==> src/rtl/ptrk_pkg.sv <==
// Shared types, constants and the arctangent table for the polar tracker.
package ptrk_pkg;

	localparam int CORDIC_ITERATIONS = 16;
	localparam int ITER_W            = 5;
	localparam int SQRT_STEPS        = 16;
	localparam int STEP_W            = 4;
	localparam int CW                = 56;
	localparam int ZW                = 26;
	localparam int TW                = 22;

	localparam logic signed [ZW-1:0] HALF_TURN = 26'sd8388608;
	localparam logic [15:0]          TIME_STEP_RESET = 16'd655;

	localparam logic REG_TIME_STEP = 1'b0;
	localparam logic REQ_FIRST     = 1'b0;
	localparam logic REQ_NEXT      = 1'b1;

	typedef struct packed {
		logic                 valid;
		logic signed [CW-1:0] x;
		logic signed [CW-1:0] y;
		logic signed [ZW-1:0] z;
	} cordic_stage_t;

	typedef struct packed {
		logic        valid;
		logic [31:0] n;
		logic [31:0] r;
	} sqrt_stage_t;

	// atan(2^-i) in units of 2^24 per turn
	function automatic logic [TW-1:0] atan_lut(input logic [ITER_W-1:0] idx);
		logic [TW-1:0] v;
		case (idx)
			5'd0:    v = 22'd2097152;
			5'd1:    v = 22'd1238021;
			5'd2:    v = 22'd654136;
			5'd3:    v = 22'd332050;
			5'd4:    v = 22'd166669;
			5'd5:    v = 22'd83416;
			5'd6:    v = 22'd41718;
			5'd7:    v = 22'd20860;
			5'd8:    v = 22'd10430;
			5'd9:    v = 22'd5215;
			5'd10:   v = 22'd2608;
			5'd11:   v = 22'd1304;
			5'd12:   v = 22'd652;
			5'd13:   v = 22'd326;
			5'd14:   v = 22'd163;
			5'd15:   v = 22'd81;
			5'd16:   v = 22'd41;
			5'd17:   v = 22'd20;
			5'd18:   v = 22'd10;
			5'd19:   v = 22'd5;
			5'd20:   v = 22'd3;
			5'd21:   v = 22'd1;
			5'd22:   v = 22'd1;
			default: v = 22'd0;
		endcase
		return v;
	endfunction

endpackage

==> src/rtl/ptrk_sqrt_cell.sv <==
// One digit step of the integer square root with its output register.
module ptrk_sqrt_cell import ptrk_pkg::*; (
	input  logic              clk,
	input  logic              arst_n,
	input  sqrt_stage_t       d,
	input  logic [STEP_W-1:0] step,
	output sqrt_stage_t       q
);

	logic        valid_q;
	logic [31:0] n_q, r_q;
	logic [31:0] bit_w, n_nx, r_nx;
	logic [32:0] trial;

	always_comb begin
		bit_w = 32'h4000_0000 >> {step, 1'b0};
		trial = {1'b0, d.r} + {1'b0, bit_w};
		if ({1'b0, d.n} >= trial) begin
			n_nx = d.n - trial[31:0];
			r_nx = (d.r >> 1) + bit_w;
		end else begin
			n_nx = d.n;
			r_nx = d.r >> 1;
		end
	end

	always_ff @(posedge clk or negedge arst_n) begin
		if (!arst_n) begin
			valid_q <= 1'b0;
		end else begin
			valid_q <= d.valid;
		end
	end

	always_ff @(posedge clk) begin
		if (d.valid) begin
			n_q <= n_nx;
			r_q <= r_nx;
		end
	end

	assign q = '{valid: valid_q, n: n_q, r: r_q};

endmodule
==> config.mk <==
export PLATFORM = sky130hd
export DESIGN_NAME = ptrk_sqrt_cell
export DESIGN_NICKNAME = d
export VERILOG_FILES = /design/src/rtl/ptrk_pkg.sv /design/src/rtl/ptrk_sqrt_cell.sv
export SDC_FILE = /design/constraint.sdc
export NUM_CORES = 1
export LEC_CHECK = 0
export BUFFER_PORTS_ARGS = -buffer_cell sky130_fd_sc_hd__buf_2
export CORE_AREA = 5 5 92 179
export CTS_CLUSTER_DIAMETER = 60
export CTS_CLUSTER_SIZE = 25
export DETAILED_ROUTE_END_ITERATION = 8
export DIE_AREA = 0 0 97 184
export HOLD_SLACK_MARGIN = 0.15
export PLACE_DENSITY = 0.67
export REMOVE_ABC_BUFFERS = 1
export SYNTH_ARGS = -nofsm -noshare
export SYNTH_HDL_FRONTEND = slang
export SYNTH_SLANG_ARGS = --single-unit
==> constraint.sdc <==
create_clock -name clk -period 1.1 [get_ports clk]
set_input_delay 0.22 -clock clk [delete_from_list [all_inputs] [get_ports clk]]
set_output_delay 0.22 -clock clk [all_outputs]
set_load 0.05 [all_outputs]
==> impl_metrics.py, run 1 <==
metrics = {
    "global_routing": {
        "antenna_found_initial": 0,
        "grtUsageTotal_pct": 28.03,
        "grt_pass1_vias": 8111,
        "grt_start_max_net_pins": 37,
        "grt_pass1_wl_um": 39540,
        "grt-ovfl-total": 0,
    },
    "place": {
        "routabilityCongestion": 0.9596,
        "dp.cells": 1261,
        "port_buffers": 135,
        "hpwl_um": 18120,
    },
    "timing": {
        "setup_ws_ns": -3.295,
        "rsz0062_at_grt": "true",
        "worstMarginPinSlew_ns": 0.5665,
        "finalSetupTns_ns": -208.82,
        "finalHoldViolCount": 0,
        "finalCritPeriodShare_pct": 399.5,
        "min_period_ns": 4.395,
        "final-setup-viol-count": 129,
        "report.final.slew_viol_count": 0,
        "fmax_mhz": 227.6,
        "slew_headroom_pct": 61.89,
    },
    "logic_synthesis": {
        "synth_edf_count": 64,
        "yosysSeqAreaShare_pct": 29.68,
        "synthesis.area_sq_um": 6560,
        "synth_ff_type": "edfxtp_1",
        "avgSynthCellArea_sq_um": 9.563,
        "syn_inst": 686,
        "async_reset_ff_share_pct": 1.538,
        "ys_warn_count": 0,
        "yosys_register_bits": 65,
        "yosys.cell_types.count": 64,
    },
    "cells_and_area": {
        "final_nets": 1261,
        "diodes": 0,
        "finalNonFillerCells": 1323,
        "final_util_pct": 75.08,
        "layout-drive-gt1-share_pct": 52.13,
        "syn2layout_area_growth_pct": 70.51,
    },
    "floorplanning": {
        "dieArea_sq_um": 17850,
        "die_w_um": 97,
        "initial_core_util_pct": 44.03,
        "rows": 63,
        "core_sq_um": 14900,
        "fp.dieH_um": 184,
        "num_io_pins": 136,
    },
    "job": {
        "maxCapViolations": 0,
    },
    "worst_setup_path": {
        "critPathCaptureType": "register",
        "arrival_ns": 4.50,
        "start_kind": "input pin",
        "slowest_delay_ns": 0.35,
        "worstPathRequired_ns": 1.21,
        "cp_max_fo": 4,
        "crit_top_cell": "buf_4",
        "path_class": "in -> reg",
        "slowest_stage": "ha_1",
    },
    "status": {
        "status": "finished with violations",
        "violations": "negative setup slack",
    },
    "routing": {
        "drc_errors": 0,
        "first_iter_violations": 520,
        "dr.pass1.iters": 5,
        "vias": 7660,
        "wire_per_inst_um": 19.71,
        "route.final.wire_length_um": 26080,
        "antenna_left": 0,
        "routed_via_density": 5.790,
    },
    "clock_tree": {
        "cts_made_buffers": 9,
        "root_buffer": "clkbuf_16",
        "cts_tree": "built",
        "path_clk_slew_ns": 0.06,
        "cts.sinks": 65,
        "cts_buffer_depth": 2,
        "htreeDepth": 3,
    },
    "power": {
        "ir_drop_v": 0.0007632,
        "p_per_area_nw_per_um2": 1184,
        "p_int_mw": 8.332,
        "clockPowerShare_pct": 23.8,
        "comb_power_share_pct": 51.1,
        "p_seq_share_pct": 25.1,
        "p_leak_nw": 5.046,
        "p_sw_mw": 4.916,
        "switching_share_pct": 37.11,
    },
    "hold_path": {
        "min_path_type": "in -> async",
    },
}
## layout make-up
| type | instances | area [sq um] |
|---|---|---|
| inverters | 15 | 56.30 |
| fillers | 944 | 3712 |
| well taps | 195 | 244.0 |
| repair buffers | 444 | 3593 |
| multi-input cells | 588 | 5025 |
| clock buffers | 9 | 225.2 |
| flip-flops and latches | 65 | 1947 |
| clock inverters | 7 | 95.09 |
## registers in the layout (all words and copies together), names as in the netlist
signal   flops
r_q         32
n_q         32
valid_q      1
## how the worst max path moves through the flow
| stage | start | cells after the start | to | slack [ns] |
|---|---|---|---|---|
| final | step[0] | 29 | n_q[29] | -3.29 |
| after global routing | step[2] | 25 | n_q[24] | -3.42 |
| after CTS | step[2] | 26 | n_q[17] | -3.23 |
| after detailed placement | step[3] | 21 | r_q[19] | -3.88 |
| after global placement | step[0] | 20 | r_q[19] | -3.75 |
| after floorplan | step[0] | 19 | n_q[10] | -4.92 |
## cells in the final DEF (no fill, tap or decap), drive strengths merged, types with 9 or more instances in the layout
cell,instances
inv,15
nand4,12
a211oi,9
nand2b,11
nor2,50
nand2,46
a21o,18
nor2b,10
xnor2,50
a31oi,23
nor3,22
ha,66
o21a,9
mux2,45
o21ai,36
edfxtp,64
clkbuf,11
xor2,36
buf,441
o21bai,11
a21oi,37
## synth_stat cells, types with 11 or more instances
cell	instances	area, sq um
a21o_1	18	135.1
a21oi_1	37	185.2
a31oi_1	23	143.9
clkbuf_1	12	45.04
edfxtp_1	64	1922
ha_1	66	825.8
inv_1	15	56.30
mux2_2	35	394.1
nand2_1	46	172.7
nand2b_1	11	68.82
nand4_1	12	75.07
nor2_1	49	183.9
nor3_1	22	110.1
o21ai_0	35	175.2
o21bai_1	11	82.58
xnor2_1	50	437.9
xor2_1	36	315.3
## layer usage
layer	wire length, um	vias up	track usage (%)
li1	-	3504	-
met1	8407	3637	24.48
met2	14020	354	54.40
met3	1125	165	4.596
met4	2517	0	23.28
met5	0	-	0
## power by group through the flow
stage	Clock (mW)	Combinational [mW]	Sequential (mW)
final	3.15	6.77	3.33
after global routing	3.26	7.11	3.36
after CTS	3.18	6.50	3.33
after detailed placement	0	5.50	3.28
after global placement	0	5.43	3.29
after floorplan	0	2.16	4.43
## logic make-up after synthesis
| logic type | Yosys count | share of synthesized area [%] |
|---|---|---|
| muxes | 48 | 8.755 |
| AOI/OAI and AO/OA | 191 | 20.12 |
| and+or+nand+nor | 196 | 14.84 |
| buffers and inverters | 33 | 2.231 |
| xor gates and xnor gates | 86 | 11.48 |
| adders and majority gates | 67 | 12.89 |
| DFF | 65 | 29.68 |
## worst max-delay path, delay by kind of cell
| kind | cells | cell delay (ns) |
|---|---|---|
| AO/OA/AOI/OAI | 4 | 0.46 |
| adder cells (fa/ha/maj) | 2 | 0.53 |
| multiplexers | 1 | 0.27 |
| buffers and inverters | 14 | 1.84 |
| XOR/XNOR | 2 | 0.28 |
| AND/OR/NAND/NOR | 6 | 0.91 |
## what timing repair did
action                     CTS  global route
pin swaps                   39            45
cloned                       3             1
hold endpoints to repair     1             0
gates resized for setup    242            51
setup endpoints to repair  129           129
setup buffers               35            14
hold buffers                 1             0
## through the flow
stage                     power [mW]  setup slack [ns]  hold slack (ns)  cell area, sq um
after floorplan                6.588            -4.918         -0.07559              6470
after CTS                      13.01            -3.232           0.1708             10970
after global placement         8.711            -3.749        -0.005670              9444
after global routing           13.74            -3.415           0.1937             11190
final                          13.25            -3.295           0.1709             11190
after detailed placement       8.779            -3.878         0.001155              9444
Power figures use the tool's default switching activity.
==> run 2, diff against run 1 <==
--- a/config.mk
+++ b/config.mk
@@ -6,14 +6,15 @@
 export NUM_CORES = 1
 export LEC_CHECK = 0
 export BUFFER_PORTS_ARGS = -buffer_cell sky130_fd_sc_hd__buf_2
-export CORE_AREA = 5 5 92 179
+export CORE_AREA = 4 4 91 178
 export CTS_CLUSTER_DIAMETER = 60
 export CTS_CLUSTER_SIZE = 25
 export DETAILED_ROUTE_END_ITERATION = 8
-export DIE_AREA = 0 0 97 184
+export DIE_AREA = 0 0 95 182
 export HOLD_SLACK_MARGIN = 0.15
 export PLACE_DENSITY = 0.67
 export REMOVE_ABC_BUFFERS = 1
+export SLEW_MARGIN = 20
 export SYNTH_ARGS = -nofsm -noshare
 export SYNTH_HDL_FRONTEND = slang
 export SYNTH_SLANG_ARGS = --single-unit
==> impl_metrics.py, run 2 (same netlist as run 1, synthesis figures left out) <==
metrics = {
    "status": {
        "status": "finished with violations",
        "violations": "negative setup slack",
    },
    "floorplanning": {
        "fp.dieH_um": 182,
        "initial_core_util_pct": 44.27,
        "num_io_pins": 136,
        "die_w_um": 95,
        "rows": 63,
        "dieArea_sq_um": 17290,
        "core_sq_um": 14820,
    },
    "routing": {
        "route.final.wire_length_um": 24600,
        "antenna_left": 0,
        "drc_errors": 0,
        "first_iter_violations": 261,
        "vias": 7358,
        "dr.pass1.iters": 4,
        "wire_per_inst_um": 18.81,
        "routed_via_density": 5.625,
    },
    "place": {
        "port_buffers": 135,
        "hpwl_um": 18050,
        "place_ws_ns": -3.882,
        "dp.cells": 1258,
        "routabilityCongestion": 0.9613,
        "dpl_cell_area_sq_um": 9409,
    },
    "worst_setup_path": {
        "critPathCaptureType": "register",
        "worstPathRequired_ns": 1.19,
        "arrival_ns": 4.40,
        "start_kind": "input pin",
        "cp_max_fo": 8,
        "path_class": "in -> reg",
    },
    "cells_and_area": {
        "final_common_cell": "buf_4",
        "final_area_sq_um": 10910,
        "layout-drive-gt1-share_pct": 51.30,
        "final_cell_mix": "buf_4, buf_6, buf_2",
        "reg.largest.list": "n_q: 32 flops, r_q: 32 flops, valid_q: 1 flops",
        "final_nets": 1246,
        "nFillCells": 1063,
        "diodes": 0,
        "syn2layout_area_growth_pct": 66.32,
        "finalNonFillerCells": 1308,
    },
    "global_routing": {
        "grt_pass1_wl_um": 38160,
        "grt_start_max_net_pins": 39,
        "grtUsageTotal_pct": 28.72,
        "grt_pass1_vias": 7805,
        "antenna_found_initial": 0,
        "grt-ovfl-total": 0,
    },
    "power": {
        "p_leak_nw": 4.868,
        "ir_drop_v": 0.0007531,
        "p_per_area_nw_per_um2": 1163,
    },
    "clock_tree": {
        "htreeDepth": 3,
        "cts_made_buffers": 9,
        "root_buffer": "clkbuf_16",
        "cts_tree": "built",
        "path_clk_slew_ns": 0.06,
        "cts_buffer_depth": 2,
        "cts.sinks": 65,
    },
    "timing": {
        "finalHoldViolCount": 0,
        "report.final.slew_viol_count": 0,
        "min_period_ns": 4.309,
        "setup_ws_ns": -3.209,
        "finalSetupTns_ns": -201.94,
        "rsz0062_at_grt": "true",
        "fmax_mhz": 232.1,
        "slew_headroom_pct": 69.82,
        "worstMarginPinSlew_ns": 0.4497,
        "final-setup-viol-count": 125,
        "holdWs_ns": 0.1751,
        "finalCritPeriodShare_pct": 391.7,
    },
    "hold_path": {
        "min_path_type": "in -> async",
    },
    "job": {
        "maxCapViolations": 0,
    },
}
run 2: changes by cell type in the layout (fill, tap and decap cells not counted), sizes merged:
cell	previous run	this run
buf	441	428
clkinvlp	3	2
bufinv	2	1
clkbuf	11	9
clkinv	2	4
run 2: area by class of cell:
type	instances	area (sq um)	area share, %
inverter	15	56.30	0.5161
clock buffer	9	225.2	2.064
timing repair buffer	429	3441	31.54
tap	195	244.0	2.236
sequential	65	1947	17.84
clock inverter	7	71.32	0.6537
multi-input combinational	588	4926	45.15
run 2: power breakdown:
group	leakage (nW)	total (mW)	switching, mW	internal [mW]
sequential	0.638	3.32	0.165	3.16
combinational	4.09	6.46	3.44	3.02
clock	0.139	2.91	1.16	1.75
run 2: worst max-delay path: stages:
cell,delay (ns)
buf_6,0.11
nand2_4,0.08
nor3_2,0.04
buf_4,0.15
ha_4,0.30
nand4_1,0.14
buf_4,0.18
o21ai_4,0.17
a32oi_1,0.09
a211o_1,0.31
or2_4,0.26
xor2_1,0.15
ha_1,0.30
a21o_1,0.21
a21o_1,0.18
a21o_1,0.20
a31oi_4,0.23
nand2_2,0.09
o31ai_4,0.29
nor2_4,0.09
buf_6,0.16
buf_16,0.15
mux2_4,0.29
run 2: layer usage:
metal  vias to the layer above  global-route usage (%)  part of all wire, %
met4                         0                   21.23                  8.2
met3                       113                   3.566                  3.7
met1                      3531                   25.74                   32
li1                       3461                       -                    -
met2                       253                   55.40                   56
met5                         -                       0                    0
run 2: final timing paths:
path	start	to	slack (ns)	depth (start not counted)
worst min-delay path	arst_n	valid_q	0.18	2
min in group clk	d[61]	n_q[29]	0.20	2
max in group asynchronous	arst_n	valid_q	0.84	2
worst max-delay path	step[3]	n_q[30]	-3.21	23
run 2: through the flow:
stage	util, %	power (mW)
4_1_cts	72.80	12.61
5_1_grt	73.62	13.24
3_5_place_dp	63.49	8.727
6_report	73.62	12.69
2_1_floorplan	-	6.588
3_3_place_gp	63.49	8.657
run 2: timing repair:
item / in CTS / in global routing
hold buffers: 1 / 0
pin swaps: 59 / 29
setup endpoints to repair: 129 / 129
gates resized for setup: 225 / 23
hold endpoints to repair: 1 / 0
gates cloned: 3 / 0
setup buffers: 28 / 5
==> run 3, diff against run 2 <==
--- a/config.mk
+++ b/config.mk
@@ -6,13 +6,14 @@
 export NUM_CORES = 1
 export LEC_CHECK = 0
 export BUFFER_PORTS_ARGS = -buffer_cell sky130_fd_sc_hd__buf_2
-export CORE_AREA = 4 4 91 178
+export CORE_AREA = 4 4 79 155
 export CTS_CLUSTER_DIAMETER = 60
 export CTS_CLUSTER_SIZE = 25
 export DETAILED_ROUTE_END_ITERATION = 8
-export DIE_AREA = 0 0 95 182
+export DIE_AREA = 0 0 83 159
 export HOLD_SLACK_MARGIN = 0.15
-export PLACE_DENSITY = 0.67
+export PLACE_DENSITY = 0.85
+export RECOVER_POWER = 100
 export REMOVE_ABC_BUFFERS = 1
 export SLEW_MARGIN = 20
 export SYNTH_ARGS = -nofsm -noshare
==> impl_metrics.py, run 3 <==
metrics = {
    "status": {
        "status": "did not finish",
        "failing_step": "4_1_cts",
        "run.stop_error": "[ERROR DPL-0033] detailed placement checks failed during check placement.",
    },
    "floorplanning": {
        "die_w_um": 83,
        "num_io_pins": 136,
        "initial_core_util_pct": 59.93,
        "rows": 54,
        "fp.dieH_um": 159,
    },
    "logic_synthesis": {
        "synthTopCellsByArea": "edfxtp_1, ha_1, xnor2_1, mux2_2, xor2_1",
        "synth_compound_area_share_pct": 20.12,
        "synth_ff_type": "edfxtp_1",
        "avgSynthCellArea_sq_um": 9.563,
        "synth.mux.area_fraction_pct": 8.755,
        "synth_top_family_by_area": "compound AO/OA/AOI/OAI gates",
        "synth_top_area_cell": "edfxtp_1",
        "synth_top_area_share_pct": 29.30,
        "synth_edf_count": 64,
        "yosys.area_share.simple_pct": 14.84,
        "yosys.cell_types.count": 64,
        "synth_xor_area_share_pct": 11.48,
        "synthesis.area_sq_um": 6560,
        "ys_warn_count": 0,
        "synth_adder_area_share_pct": 12.89,
        "syn_inst": 686,
        "async_reset_ff_share_pct": 1.538,
        "synth_common_cells": "ha_1, edfxtp_1, xnor2_1",
        "yosysSeqAreaShare_pct": 29.68,
        "yosys_register_bits": 65,
        "synth.most_common_cell": "ha_1",
    },
    "clock_tree": {
        "cts.sinks": 65,
        "htreeDepth": 3,
        "root_buffer": "clkbuf_16",
        "post_cts.repair.setup_buffers": 32,
        "cts_buffer_depth": 2,
        "cts_made_buffers": 9,
        "ctsHoldBuffers": 1,
        "cts_resized": 238,
    },
    "place": {
        "hpwl_um": 20350,
        "dp.cells": 1187,
        "port_buffers": 135,
        "routabilityCongestion": 1.101,
    },
}
## run 3: cell counts after synthesis
Identical to the previous run, type by type.
## run 3: cell families after synthesis
kind of cell,Yosys count
AOI/OAI and AO/OA,191
DFF,65
buffers and inverters,33
muxes,48
xor gates and xnor gates,86
adders and majority gates,67
and+or+nand+nor,196
## run 3: through the flow
step | worst slack, ns | util (%) | instance area, sq um
detailed placement | -3.976 | 84.24 | 9220
global placement | -3.771 | 84.24 | 9220
floorplan | -4.918 | - | 6470
==> run 4, diff against run 3 <==
--- a/config.mk
+++ b/config.mk
@@ -6,13 +6,10 @@
 export NUM_CORES = 1
 export LEC_CHECK = 0
 export BUFFER_PORTS_ARGS = -buffer_cell sky130_fd_sc_hd__buf_2
-export CORE_AREA = 4 4 79 155
-export CTS_CLUSTER_DIAMETER = 60
-export CTS_CLUSTER_SIZE = 25
+export CORE_AREA = 4 4 134 136
 export DETAILED_ROUTE_END_ITERATION = 8
-export DIE_AREA = 0 0 83 159
-export HOLD_SLACK_MARGIN = 0.15
-export PLACE_DENSITY = 0.85
+export DIE_AREA = 0 0 138 140
+export PLACE_DENSITY_LB_ADDON = 0.15
 export RECOVER_POWER = 100
 export REMOVE_ABC_BUFFERS = 1
 export SLEW_MARGIN = 20
==> impl_metrics.py, run 4 (same netlist as run 1, synthesis figures left out) <==
metrics = {
    "global_routing": {
        "met1_usage_pct": 26.93,
        "grt_start_max_net_pins": 38,
        "grt_pass1_vias": 7162,
        "grt-ovfl-total": 0,
        "grt_pass1_wl_um": 35430,
        "top_usage_layer": "met2",
        "antenna_found_initial": 1,
        "met3_usage_pct": 3.073,
        "met2_usage_pct": 40.57,
        "grtUsageTotal_pct": 22.32,
    },
    "timing": {
        "finalCritPeriodShare_pct": 390.8,
        "min_period_ns": 4.299,
        "fmax_mhz": 232.6,
        "setup_ws_ns": -3.199,
        "worstMarginPinSlew_ns": 0.8584,
        "slew_headroom_pct": 42.77,
        "rsz0062_at_grt": "true",
        "final-setup-viol-count": 120,
        "finalHoldViolCount": 0,
        "report.final.slew_viol_count": 0,
        "finalSetupTns_ns": -201.82,
    },
    "cells_and_area": {
        "final_nets": 1229,
        "nFillCells": 1358,
        "layout-drive-gt1-share_pct": 51.00,
        "final_common_cell": "buf_4",
        "final_cell_mix": "buf_4, buf_6, buf_2",
        "syn2layout_area_growth_pct": 65.42,
        "reg.largest.list": "n_q: 32 flops, r_q: 32 flops, valid_q: 1 flops",
        "diodes": 0,
    },
    "worst_setup_path": {
        "worstPathCellList": "buf_8, buf_6, nand2b_4, nor2_4, ha_4, buf_6, nand4_1, buf_4, nor2_2, a211o_1, a41oi_2, o21ai_2, a311oi_2, o31ai_2, xnor2_1, ha_1, and4_4, nor2_2, a21oi_2, o31ai_4, nor2_4, buf_8, mux2_2",
        "critPathCaptureType": "register",
        "slowest_stage": "a311oi_2",
        "cp_top_family": "compound AO/OA/AOI/OAI gates",
        "crit_start": "step[2]",
        "path_class": "in -> reg",
        "path_buf_inv": 5,
        "worstPathRequired_ns": 1.20,
        "arrival_ns": 4.40,
        "cp.depth": 23,
        "start_kind": "input pin",
        "cp_max_fo": 11,
        "slowest_delay_ns": 0.36,
        "endpoint": "n_q[3]",
    },
    "routing": {
        "dr.pass1.iters": 5,
        "wire_per_inst_um": 16.77,
        "routed_via_density": 5.250,
        "drc_errors": 0,
        "first_iter_violations": 400,
        "antenna_left": 0,
        "route.final.wire_length_um": 22150,
        "vias": 6935,
    },
    "floorplanning": {
        "rows": 48,
        "initial_core_util_pct": 38.73,
        "die_w_um": 138,
        "dieArea_sq_um": 19320,
        "core_sq_um": 16940,
        "num_io_pins": 136,
        "fp.dieH_um": 140,
    },
    "clock_tree": {
        "cts_buffer_depth": 2,
        "cts_made_buffers": 9,
        "cts.sinks": 65,
        "path_clk_slew_ns": 0.06,
        "htreeDepth": 3,
        "root_buffer": "clkbuf_16",
        "cts_tree": "built",
    },
    "power": {
        "switching_share_pct": 36.98,
        "p_seq_share_pct": 26.6,
        "clockPowerShare_pct": 22.8,
        "p_sw_mw": 4.601,
        "p_int_mw": 7.840,
        "p_per_area_nw_per_um2": 1146,
        "p_leak_nw": 4.855,
        "comb_power_share_pct": 50.6,
        "ir_drop_v": 0.0008562,
    },
    "job": {
        "maxCapViolations": 0,
    },
    "status": {
        "violations": "negative setup slack",
        "status": "finished with violations",
    },
    "place": {
        "place_ws_ns": -3.958,
        "hpwl_um": 17180,
        "port_buffers": 135,
        "routabilityCongestion": 0.9847,
    },
    "hold_path": {
        "min_path_type": "in -> async",
    },
}
[run 4: what timing repair did]
action / CTS / global route
pin swaps: 42 / 32
setup buffers: 20 / 13
resized for setup: 231 / 43
cloned: 2 / 0
endpoints found under the setup margin: 129 / 129
hold buffers: 1 / 0
endpoints found under the hold margin: 1 / 0
[run 4: area by class of cell]
type | instances | area, sq um | share of cell area, %
inverters | 15 | 56.30 | 0.5188
flip-flops and latches | 65 | 1947 | 17.94
well taps | 225 | 281.5 | 2.594
clock buffers | 14 | 274.0 | 2.525
multi-input cells | 588 | 5006 | 46.13
clock inverters | 2 | 12.51 | 0.1153
repair buffers | 412 | 3274 | 30.17
[run 4: how the worst min path moves through the flow]
stage / end / slack (ns)
floorplan: valid_q / -0.08
global placement: valid_q / -0.005
detailed placement: valid_q / -0.004
CTS: valid_q / 0.17
global route: valid_q / 0.19
finish: valid_q / 0.18
[run 4: metrics by stage]
stage	hold WS, ns	power [mW]	std cells	cell area (sq um)	utilization (%)
2_1_floorplan	-0.07559	6.588	668	6470	-
3_3_place_gp	-0.005101	8.528	1273	9309	54.96
3_5_place_dp	-0.004292	8.624	1273	9309	54.96
4_1_cts	0.1719	12.40	1312	10690	63.09
5_1_grt	0.1894	13.04	1321	10850	64.07
6_report	0.1813	12.44	1321	10850	64.07
[run 4: power groups by stage]
| stage | registers (mW) | logic, mW | clock network, mW |
|---|---|---|---|
| 2_1_floorplan | 4.43 | 2.16 | 0 |
| 3_5_place_dp | 3.27 | 5.35 | 0 |
| 3_3_place_gp | 3.27 | 5.26 | 0 |
| 5_1_grt | 3.34 | 6.70 | 3.00 |
| 4_1_cts | 3.31 | 6.19 | 2.90 |
| 6_report | 3.31 | 6.30 | 2.84 |
[run 4: metal layers]
metal  vias up  wire (um)
met4         2        537
met2       172      11360
li1       3424          -
met5         -          7
met3        37        878
met1      3300       9367
